`config.mk`:
```
export PLATFORM = sky130hd
export DESIGN_NAME = gf256_circulant_column_mix_top
export DESIGN_NICKNAME = d
export VERILOG_FILES = /design/src/hdl/gcm_pkg.sv /design/src/hdl/gcm_power_stage.sv /design/src/hdl/gcm_product_stage.sv /design/src/hdl/gcm_combine_stage.sv /design/src/hdl/gf256_circulant_column_mix_top.sv
export SDC_FILE = /design/constraint.sdc
export NUM_CORES = 2
export LEC_CHECK = 0
export ABC_CLOCK_PERIOD_IN_PS = 14600
export BUFFER_PORTS_ARGS = -buffer_cell sky130_fd_sc_hd__buf_4
export CORE_ASPECT_RATIO = 0.6
export CORE_UTILIZATION = 45
export CTS_CLUSTER_DIAMETER = 50
export CTS_CLUSTER_SIZE = 20
export DETAILED_ROUTE_END_ITERATION = 12
export PLACE_DENSITY = 0.65
export REMOVE_ABC_BUFFERS = 1
export SLEW_MARGIN = 20
export SYNTH_ARGS = -nofsm -noshare
export SYNTH_HDL_FRONTEND = slang
export SYNTH_SLANG_ARGS = --single-unit
```
`constraint.sdc`:
```
create_clock -name clk -period 14.6 [get_ports clk]
set_input_delay 0.73 -clock clk [delete_from_list [all_inputs] [get_ports clk]]
set_output_delay 0.73 -clock clk [all_outputs]
set_load 0.05 [all_outputs]
```
`src/hdl/gcm_pkg.sv`:
```
`timescale 1ns / 1ps
// ----------------------------------------------------------------------------
// gcm_pkg
// Shared types, constants and GF(2^8) helpers for the circulant column mix.
// ----------------------------------------------------------------------------
package gcm_pkg;

    // Geometry of one state column.
    localparam int ROWS   = 8;
    localparam int BYTE_W = 8;
    localparam int ROW_W  = $clog2(ROWS);
    localparam int IDX_W  = ROW_W + 1;

    // Low byte of the reduction polynomial x^8+x^4+x^3+x^2+1.
    localparam logic [BYTE_W-1:0] GF_POLY_LOW = 8'h1D;

    typedef logic [BYTE_W-1:0] byte_t;

    // One column of bytes, element r is row r.
    typedef byte_t [ROWS-1:0] column_t;

    // Per row, the byte times x^i for i = 0..7.
    typedef byte_t [BYTE_W-1:0] powers_t;
    typedef powers_t [ROWS-1:0] column_powers_t;

    // Per input row k and coefficient offset m, the product coef[m] * row[k].
    typedef column_t [ROWS-1:0] product_grid_t;

    // Coefficient vector after reset: identity transform.
    localparam column_t COEF_RESET = {{(ROWS-1){8'h00}}, 8'h01};

    // Multiply by x modulo the reduction polynomial.
    function automatic byte_t gf_xtime(input byte_t b);
        byte_t shifted;
        shifted = {b[BYTE_W-2:0], 1'b0};
        return b[BYTE_W-1] ? (shifted ^ GF_POLY_LOW) : shifted;
    endfunction

    // Product of a coefficient with a byte given by its precomputed powers.
    function automatic byte_t gf_mul_powers(input byte_t c, input powers_t p);
        byte_t acc;
        acc = '0;
        for (int i = 0; i < BYTE_W; i++)
        begin
            if (c[i])
            begin
                acc = acc ^ p[i];
            end
        end
        return acc;
    endfunction

endpackage

```
`src/hdl/gcm_power_stage.sv`:
```
`timescale 1ns / 1ps
// ----------------------------------------------------------------------------
// gcm_power_stage
// First pipeline stage: forms byte * x^i for every row byte of the column.
// ----------------------------------------------------------------------------
module gcm_power_stage (
    input  logic                    clk,
    input  logic                    rst_n,
    input  logic                    up_valid,
    output logic                    up_ready,
    input  gcm_pkg::column_t        up_column,
    output logic                    dn_valid,
    input  logic                    dn_ready,
    output gcm_pkg::column_powers_t dn_powers
);
    import gcm_pkg::*;

    logic           valid_reg;
    logic           valid_next;
    column_powers_t powers_reg;
    column_powers_t powers_next;

    // The stage takes a transfer when it is empty or its content moves on.
    assign up_ready   = !valid_reg || dn_ready;
    assign valid_next = up_ready ? up_valid : valid_reg;

    // Chain of xtime steps per row byte.
    always_comb
    begin
        for (int k = 0; k < ROWS; k++)
        begin
            powers_next[k][0] = up_column[k];
            for (int i = 1; i < BYTE_W; i++)
            begin
                powers_next[k][i] = gf_xtime(powers_next[k][i-1]);
            end
        end
    end

    // Valid flag.
    always_ff @(posedge clk or negedge rst_n)
    begin
        if (!rst_n)
        begin
            valid_reg <= 1'b0;
        end
        else
        begin
            valid_reg <= valid_next;
        end
    end

    // Payload loads only on an accepted transfer.
    always_ff @(posedge clk)
    begin
        if (up_valid && up_ready)
        begin
            powers_reg <= powers_next;
        end
    end

    assign dn_valid  = valid_reg;
    assign dn_powers = powers_reg;

endmodule

```
`src/hdl/gcm_product_stage.sv`:
```
`timescale 1ns / 1ps
// ----------------------------------------------------------------------------
// gcm_product_stage
// Second pipeline stage: multiplies every row byte by every coefficient.
// ----------------------------------------------------------------------------
module gcm_product_stage (
    input  logic                    clk,
    input  logic                    rst_n,
    input  gcm_pkg::column_t        coef,
    input  logic                    up_valid,
    output logic                    up_ready,
    input  gcm_pkg::column_powers_t up_powers,
    output logic                    dn_valid,
    input  logic                    dn_ready,
    output gcm_pkg::product_grid_t  dn_products
);
    import gcm_pkg::*;

    logic          valid_reg;
    logic          valid_next;
    product_grid_t products_reg;
    product_grid_t products_next;

    assign up_ready   = !valid_reg || dn_ready;
    assign valid_next = up_ready ? up_valid : valid_reg;

    // Sixty-four independent GF(2^8) products, each an AND-XOR of the powers.
    always_comb
    begin
        for (int k = 0; k < ROWS; k++)
        begin
            for (int m = 0; m < ROWS; m++)
            begin
                products_next[k][m] = gf_mul_powers(coef[m], up_powers[k]);
            end
        end
    end

    // Valid flag.
    always_ff @(posedge clk or negedge rst_n)
    begin
        if (!rst_n)
        begin
            valid_reg <= 1'b0;
        end
        else
        begin
            valid_reg <= valid_next;
        end
    end

    // Payload loads only on an accepted transfer.
    always_ff @(posedge clk)
    begin
        if (up_valid && up_ready)
        begin
            products_reg <= products_next;
        end
    end

    assign dn_valid    = valid_reg;
    assign dn_products = products_reg;

endmodule

```
`src/hdl/gcm_combine_stage.sv`:
```
`timescale 1ns / 1ps
// ----------------------------------------------------------------------------
// gcm_combine_stage
// Last pipeline stage: XORs the circulant selection of products per row.
// ----------------------------------------------------------------------------
module gcm_combine_stage (
    input  logic                   clk,
    input  logic                   rst_n,
    input  logic                   up_valid,
    output logic                   up_ready,
    input  gcm_pkg::product_grid_t up_products,
    output logic                   dn_valid,
    input  logic                   dn_ready,
    output gcm_pkg::column_t       dn_column
);
    import gcm_pkg::*;

    logic    valid_reg;
    logic    valid_next;
    column_t column_reg;
    column_t column_next;

    assign up_ready   = !valid_reg || dn_ready;
    assign valid_next = up_ready ? up_valid : valid_reg;

    // Row j takes from input row k the product with coefficient (k - j) mod ROWS.
    always_comb
    begin
        logic [ROW_W-1:0] offset;
        offset = '0;
        for (int j = 0; j < ROWS; j++)
        begin
            column_next[j] = '0;
            for (int k = 0; k < ROWS; k++)
            begin
                offset         = ROW_W'(k + ROWS - j);
                column_next[j] = column_next[j] ^ up_products[k][offset];
            end
        end
    end

    // Valid flag.
    always_ff @(posedge clk or negedge rst_n)
    begin
        if (!rst_n)
        begin
            valid_reg <= 1'b0;
        end
        else
        begin
            valid_reg <= valid_next;
        end
    end

    // Payload loads only on an accepted transfer.
    always_ff @(posedge clk)
    begin
        if (up_valid && up_ready)
        begin
            column_reg <= column_next;
        end
    end

    assign dn_valid  = valid_reg;
    assign dn_column = column_reg;

endmodule

```
`src/hdl/gf256_circulant_column_mix_top.sv`:
```
`timescale 1ns / 1ps
// ----------------------------------------------------------------------------
// gf256_circulant_column_mix_top
// Circulant GF(2^8) mixing of one 8-byte column with configurable coefficients.
// ----------------------------------------------------------------------------
// The block accepts one 64-bit column per clock while column_in_ready is high
// and delivers the mixed columns in order. Three register stages lie between
// input and output: the xtime powers of each byte, the 64 coefficient products,
// and the XOR of the circulant selection per output row. Each stage holds
// its own valid bit, so a stalled output only backs up the input once all three
// stages are full. Coefficients reset to the identity (coef_0 = 1, the rest 0);
// write them only while no column is in flight. Writes to index 8 and above are
// ignored.
module gf256_circulant_column_mix_top (
    input  logic                        clk,
    input  logic                        rst_n,
    input  logic                        cfg_we,
    input  logic [gcm_pkg::IDX_W-1:0]   cfg_index,
    input  logic [gcm_pkg::BYTE_W-1:0]  cfg_data,
    input  logic                        column_in_valid,
    output logic                        column_in_ready,
    input  logic [63:0]                 column_in,
    output logic                        column_out_valid,
    input  logic                        column_out_ready,
    output logic [63:0]                 column_out
);
    import gcm_pkg::*;

    column_t        coef_reg;
    column_t        coef_next;
    logic           s1_valid;
    logic           s1_ready;
    column_powers_t s1_powers;
    logic           s2_valid;
    logic           s2_ready;
    product_grid_t  s2_products;
    column_t        s3_column;

    // Coefficient register file, written one byte at a time.
    always_comb
    begin
        coef_next = coef_reg;
        if (cfg_we && (cfg_index < IDX_W'(ROWS)))
        begin
            coef_next[cfg_index[ROW_W-1:0]] = cfg_data;
        end
    end

    always_ff @(posedge clk or negedge rst_n)
    begin
        if (!rst_n)
        begin
            coef_reg <= COEF_RESET;
        end
        else
        begin
            coef_reg <= coef_next;
        end
    end

    // Stage 1: byte powers.
    gcm_power_stage u_power (
        .clk       (clk),
        .rst_n     (rst_n),
        .up_valid  (column_in_valid),
        .up_ready  (column_in_ready),
        .up_column (column_t'(column_in)),
        .dn_valid  (s1_valid),
        .dn_ready  (s1_ready),
        .dn_powers (s1_powers)
    );

    // Stage 2: coefficient products.
    gcm_product_stage u_product (
        .clk         (clk),
        .rst_n       (rst_n),
        .coef        (coef_reg),
        .up_valid    (s1_valid),
        .up_ready    (s1_ready),
        .up_powers   (s1_powers),
        .dn_valid    (s2_valid),
        .dn_ready    (s2_ready),
        .dn_products (s2_products)
    );

    // Stage 3: circulant XOR per row.
    gcm_combine_stage u_combine (
        .clk         (clk),
        .rst_n       (rst_n),
        .up_valid    (s2_valid),
        .up_ready    (s2_ready),
        .up_products (s2_products),
        .dn_valid    (column_out_valid),
        .dn_ready    (column_out_ready),
        .dn_column   (s3_column)
    );

    assign column_out = 64'(s3_column);

`ifndef SYNTH
    // A write outside the register list leaves every coefficient unchanged.
    a_cfg_out_of_range: assert property (@(posedge clk) disable iff (!rst_n)
        cfg_we && (cfg_index >= IDX_W'(ROWS)) |=> $stable(coef_reg))
        else $error("coefficient changed by an out-of-range write");

    // A write inside the list lands in the addressed coefficient.
    a_cfg_write: assert property (@(posedge clk) disable iff (!rst_n)
        cfg_we && (cfg_index < IDX_W'(ROWS))
        |=> coef_reg[$past(cfg_index[ROW_W-1:0])] == $past(cfg_data))
        else $error("coefficient write lost");

    // Input backs up only when every stage is full and the output is stalled.
    a_ready_full: assert property (@(posedge clk) disable iff (!rst_n)
        !column_in_ready |-> s1_valid && s2_valid && column_out_valid && !column_out_ready)
        else $error("input stalled with room in the pipeline");

    // With all stages full and the output stalled, the input must stall too.
    a_full_stall: assert property (@(posedge clk) disable iff (!rst_n)
        s1_valid && s2_valid && column_out_valid && !column_out_ready |-> !column_in_ready)
        else $error("input taken while the pipeline is full");
`endif

endmodule

```
==> After elaboration in Yosys (flattened, before gate mapping) <==
Index checks and enable logic that the tools add are counted.
{ "word_totals": {"in_bits": 81, "wordCells": 1300, "reg_bits": 1155, "output_inout_bits": 66} }
{ "op_classes": {"magnitude_cmp": 3, "n_reduce_logical": 11, "bitwise_logic": 560, "muxes": 571} }
{ "ops": {"columns": ["cell", "n"], "rows": [
  ["$mux W8", 513],
  ["$xor A8 B8 Y8", 504],
  ["$mux W5", 56],
  ["$not A4 Y4", 56],
  ["$bwmux W64", 1],
  ["$demux W8 S3", 1],
  ["$logic_and A1 B1 Y1", 5],
  ["$lt A3 B4 Y1 const B", 1],
  ["$lt A4 B4 Y1 const B", 1],
  ["$ge A3 B1 Y1 const B", 1],
  ["$logic_not A1 Y1", 3],
  ["$logic_or A1 B1 Y1", 3]
]} }

==> Longest topological paths before layout <==
{ "logic_depth": {"word_depth": 15, "ltp_mapped": 6, "ltp_nobuf": 4} }

==> By module <==
A second synthesis with hierarchy kept.
{ "hier_totals": {"hier_cells": 10618, "hier_area_um2": 89160.5} }
{ "modules_own_cells": {"columns": ["module", "cells_each", "seq_area_each_um2", "area_each_um2", "instances"], "rows": [
  ["gcm_product_stage", 9156, 15399.8, 69043.7, 1],
  ["gcm_power_stage", 801, 7231.9, 11756.3, 1],
  ["gcm_combine_stage", 516, 1946.9, 5889.4, 1],
  ["gf256_circulant_column_mix_top", 145, 1602.8, 2471.1, 1]
]} }

==> Worst setup path after synthesis <==
OpenSTA, ideal clock, no wires.
{ "synth_timing": {"path_type": "register to register", "startpoint": "register u_combine.valid_reg (netlist: u_combine.dn_valid)", "endpoint": "register u_product.products_reg (netlist bit u_product.dn_products[0]) (enable)", "synth_period_minus_slack_ps": 13286, "required_time_ps": 13658, "setup_time_ps": 942, "slack_ps": 1314, "stages_incl_launch_ff": 4, "n_path_buf": 0, "arrival_ps": 12344, "cell_sequence": "dfrtp_1 nor2b_1 nand2_1 and2_1"} }
{ "synth_via": {"elab_chain_len": 4} }
{ "synth_rtl": {"columns": ["element", "line_no", "source"], "rows": [
  ["start, declared", "gcm_combine_stage.sv:18", "logic valid_reg;"],
  ["start signal, assigned", "gcm_combine_stage.sv:51", "valid_reg <= valid_next;"],
  ["$logic_not A1 Y1", "gcm_combine_stage.sv:23", "assign up_ready = !valid_reg || dn_ready;"],
  ["$logic_or A1 B1 Y1", "gcm_combine_stage.sv:23", null],
  ["$logic_or A1 B1 Y1", "gcm_product_stage.sv:24", "assign up_ready = !valid_reg || dn_ready;"],
  ["$logic_and A1 B1 Y1", "gcm_product_stage.sv:55", "if (up_valid && up_ready)"],
  ["end signal, assigned", "gcm_product_stage.sv:57", "products_reg <= products_next;"],
  ["end, declared", "gcm_product_stage.sv:21", "product_grid_t products_reg;"]
]} }
Every way passes these cells.
A chain may end at the register's enable or synchronous reset.

==> Worst setup path after layout <==
{ "layout_timing": {"startpoint": "register u_combine.valid_reg (netlist: u_combine.dn_valid)", "endpoint": "register u_product.products_reg (netlist bit u_product.dn_products[276]) (enable)"} }
The elaborated chain is that of the path after synthesis.

==> impl_results.md <==
- Worst reg2reg path depth: 6
- Layout fillers: 17,173
- Drt wl/cell: 29.0 um
- CP Class: reg -> reg
- Vias: 73,659
- Largest register FFs: 512
- Most used cell, CP: buf_12
- Largest net degree at the start of global routing: 184
- Crit path DAT: 4.75 ns
- Remaining Overflow, GRT: 0
- Crit-path cells: nor2b_1, nand2_1, and2_4, buf_12, buf_4, buf_12
- H-tree depth: 3
- Mapped Area: 84,700 um2
- Hold Path Class: in -> async
- Worst slew margin: 0.0948
- Reg-to-reg endpoint: u_product.dn_products[276]
- Minimum clock period: 4.44 ns
- Drt pass-1 iters: 9
- DRC Markers: 0
- Height of the die: 338 um
- Share of cells above drive strength 1: 0.0615
- Met2 Wirelength: 136,000 um
- Sequential area share after synthesis: 0.309
- Worst VDD drop: 0.271 mV
- Buf+Inv Stages, Crit Path: 3
- Clock sink count: 883
- Unrepaired setup endpoints after global routing: false
- IO Count: 147
- Maximum clock frequency: 225 MHz
- M1 WL: 128,000 um
- Overall power: 21.0 mW
- Total Nets Final: 9,791
- Cts hold-fix bufs: 0
- Biggest cell delay along the critical path: 0.93 ns
- CP required: 14.91 ns
- Post-synth ARST share: 0.0759
- ANT nets after route: 0
- GP Congestion: 0.902
- Site row count: 122
- Final max-slew violation count: 0
- Leading post-synthesis cells by cell area: xnor2_1 (37%), edfxtp_1 (29%), nand2_1 (18%)
- Final wirelength: 356,000 um
- CTS resizes: 0
- MaxCap Viol Count: 0
- # setup viols final: 0
- Global-route wire length before repair: 498,000 um
- Worst Skew: 0.0620 ns
- CTS root buffer: clkbuf_16
- TritonCTS clock tree: yes
- Syn avg cell area: 8.28 um2
- Crit start category: flop
- CTS clock-pin slew for the worst setup and hold paths: 0.07 ns
- Final hold slack: 0.0981 ns
- Crit path capture type: flop
- Top cell type's share of synthesized area: 0.370
- Vias per cell: 6.00
- Main synth FF type: edfxtp_1
- Critical Path Start: u_combine.dn_valid
- Die W: 562 um
- Area growth from synthesis to final layout: 4.79%
- Cell variety after synth: 23
- Setup TNS: 0 ns
- Met3 WL: 68,100 um
- Status: finished clean
- Yosys reg bits: 883
- DIE AREA: 190,000 um2
- Setup Buffers After CTS: 0
- Slew @ Worst Pin: 1.36 ns
- All-Layer GR Usage: 0.361
- Post-synth top cells: nand2_1 (4,099), xnor2_1 (3,576), edfxtp_1 (816), xor2_1 (665), buf_2 (425)
- Skew-Pair Late Insertion Delay: 0.75 ns
- # placed instances: 12,092
- Reg2reg setup slack: 10.16 ns
- Bufs on Longest Clock Path: 3
- Finished Layout Cells: 12,279
- Leading cell type by number of instances after synthesis: nand2_1
- Post-DP HPWL: 198,000 um
- Starting DRT DRC Count: 14,260
- Vias in the first global route: 69,566
- Final hold violation count: 0
- Buffers added on ports: 146
- Initial core utilization: 0.456
- CP Max Fanout: 183
- Power Density: 237 nW/um2
- Worst r2r src: u_combine.dn_valid
- Largest area contributor in the netlist: xnor2_1
- Top Metal Used: met5
- Tcrit/Tclk final: 0.304
- Family with the most delay on the worst path: buffers and inverters
- CP max-delay cell: buf_4
- Yosys warnings: 0
- Pleak: 29.7 nW
- TritonCTS Buffers: 95
- Number of synthesized flops with an enable pin: 816
- Gate count after technology mapping: 10,233
- Core ar.: 186,000 um2
- Initial antenna violation count: 12
metrics by stage:
stage / utilization / cell area (um2) / setup WS (ns)
finish: 0.478 / 88800 / 10.16
detailed placement: 0.459 / 85300 / 9.93
global route: 0.478 / 88800 / 10.00
CTS: 0.478 / 88700 / 10.23
floorplan: - / 79700 / 1.31
global placement: 0.459 / 85200 / 10.00
cell type report:
type,instances,area (um2),share of cell area
clock buffers,101,2480,0.0280
repair buffers,292,2290,0.0257
multi-input cells,8423,53400,0.602
diodes,9,22.5,0.000254
inverters,15,56.3,0.000634
clock inverters,76,961,0.0108
flip-flops and latches,883,26400,0.298
well taps,2480,3100,0.0350
worst max-delay path by stage:
stage                                 endpoint  slack, ns  cells after the start
finish              u_product.dn_products[276]      10.16                      6
global route        u_product.dn_products[276]      10.00                      6
CTS                 u_product.dn_products[269]      10.23                      6
detailed placement  u_product.dn_products[261]       9.93                      7
global placement    u_product.dn_products[333]      10.00                      7
floorplan             u_product.dn_products[0]       1.31                      3
layer usage:
layer / global-route usage / vias to the layer above
met1: 0.483 / 34848
li1: - / 29793
met2: 0.490 / 7267
met5: 0 / -
met3: 0.148 / 1739
met4: 0.191 / 12
report_power, final:
| group | total (mW) | switching [mW] | internal (mW) | leakage [nW] |
|---|---|---|---|---|
| logic | 12.1 | 7.08 | 4.97 | 19.4 |
| registers | 6.18 | 1.56 | 4.62 | 8.63 |
| clock network | 2.77 | 1.33 | 1.44 | 1.68 |
cell usage in the layout, fill, tap and decap left out, types with 3 or more instances in the layout:
cell type,synthesis,final
clkinv_2,0,5
clkbuf_16,0,99
mux2_2,64,64
dfrtp_1,66,3
clkinvlp_4,0,3
inv_1,15,15
buf_4,287,282
buf_8,0,6
xnor2_1,3576,3575
diode_2,0,9
inv_12,0,12
bufinv_16,0,7
nor3b_4,3,3
inv_8,0,9
clkinv_1,0,4
inv_6,0,16
xor2_1,665,665
clkinv_4,0,9
dfrtp_4,0,63
nand2_1,4099,4099
clkinv_8,0,9
and2_4,0,3
nand2b_1,5,5
edfxtp_1,816,816
logic make-up (layout without fill, tap and decap cells):
logic type / after synthesis / count (layout) / share of synthesized area
xor gates and xnor gates: 4241 / 4241 / 0.438
and+or+nand+nor: 4118 / 4118 / 0.184
buffers and inverters: 927 / 484 / 0.0604
DFF: 883 / 883 / 0.309
muxes: 64 / 64 / 0.00851
other: 0 / 9 / 0
Power figures use the tool's default switching activity.
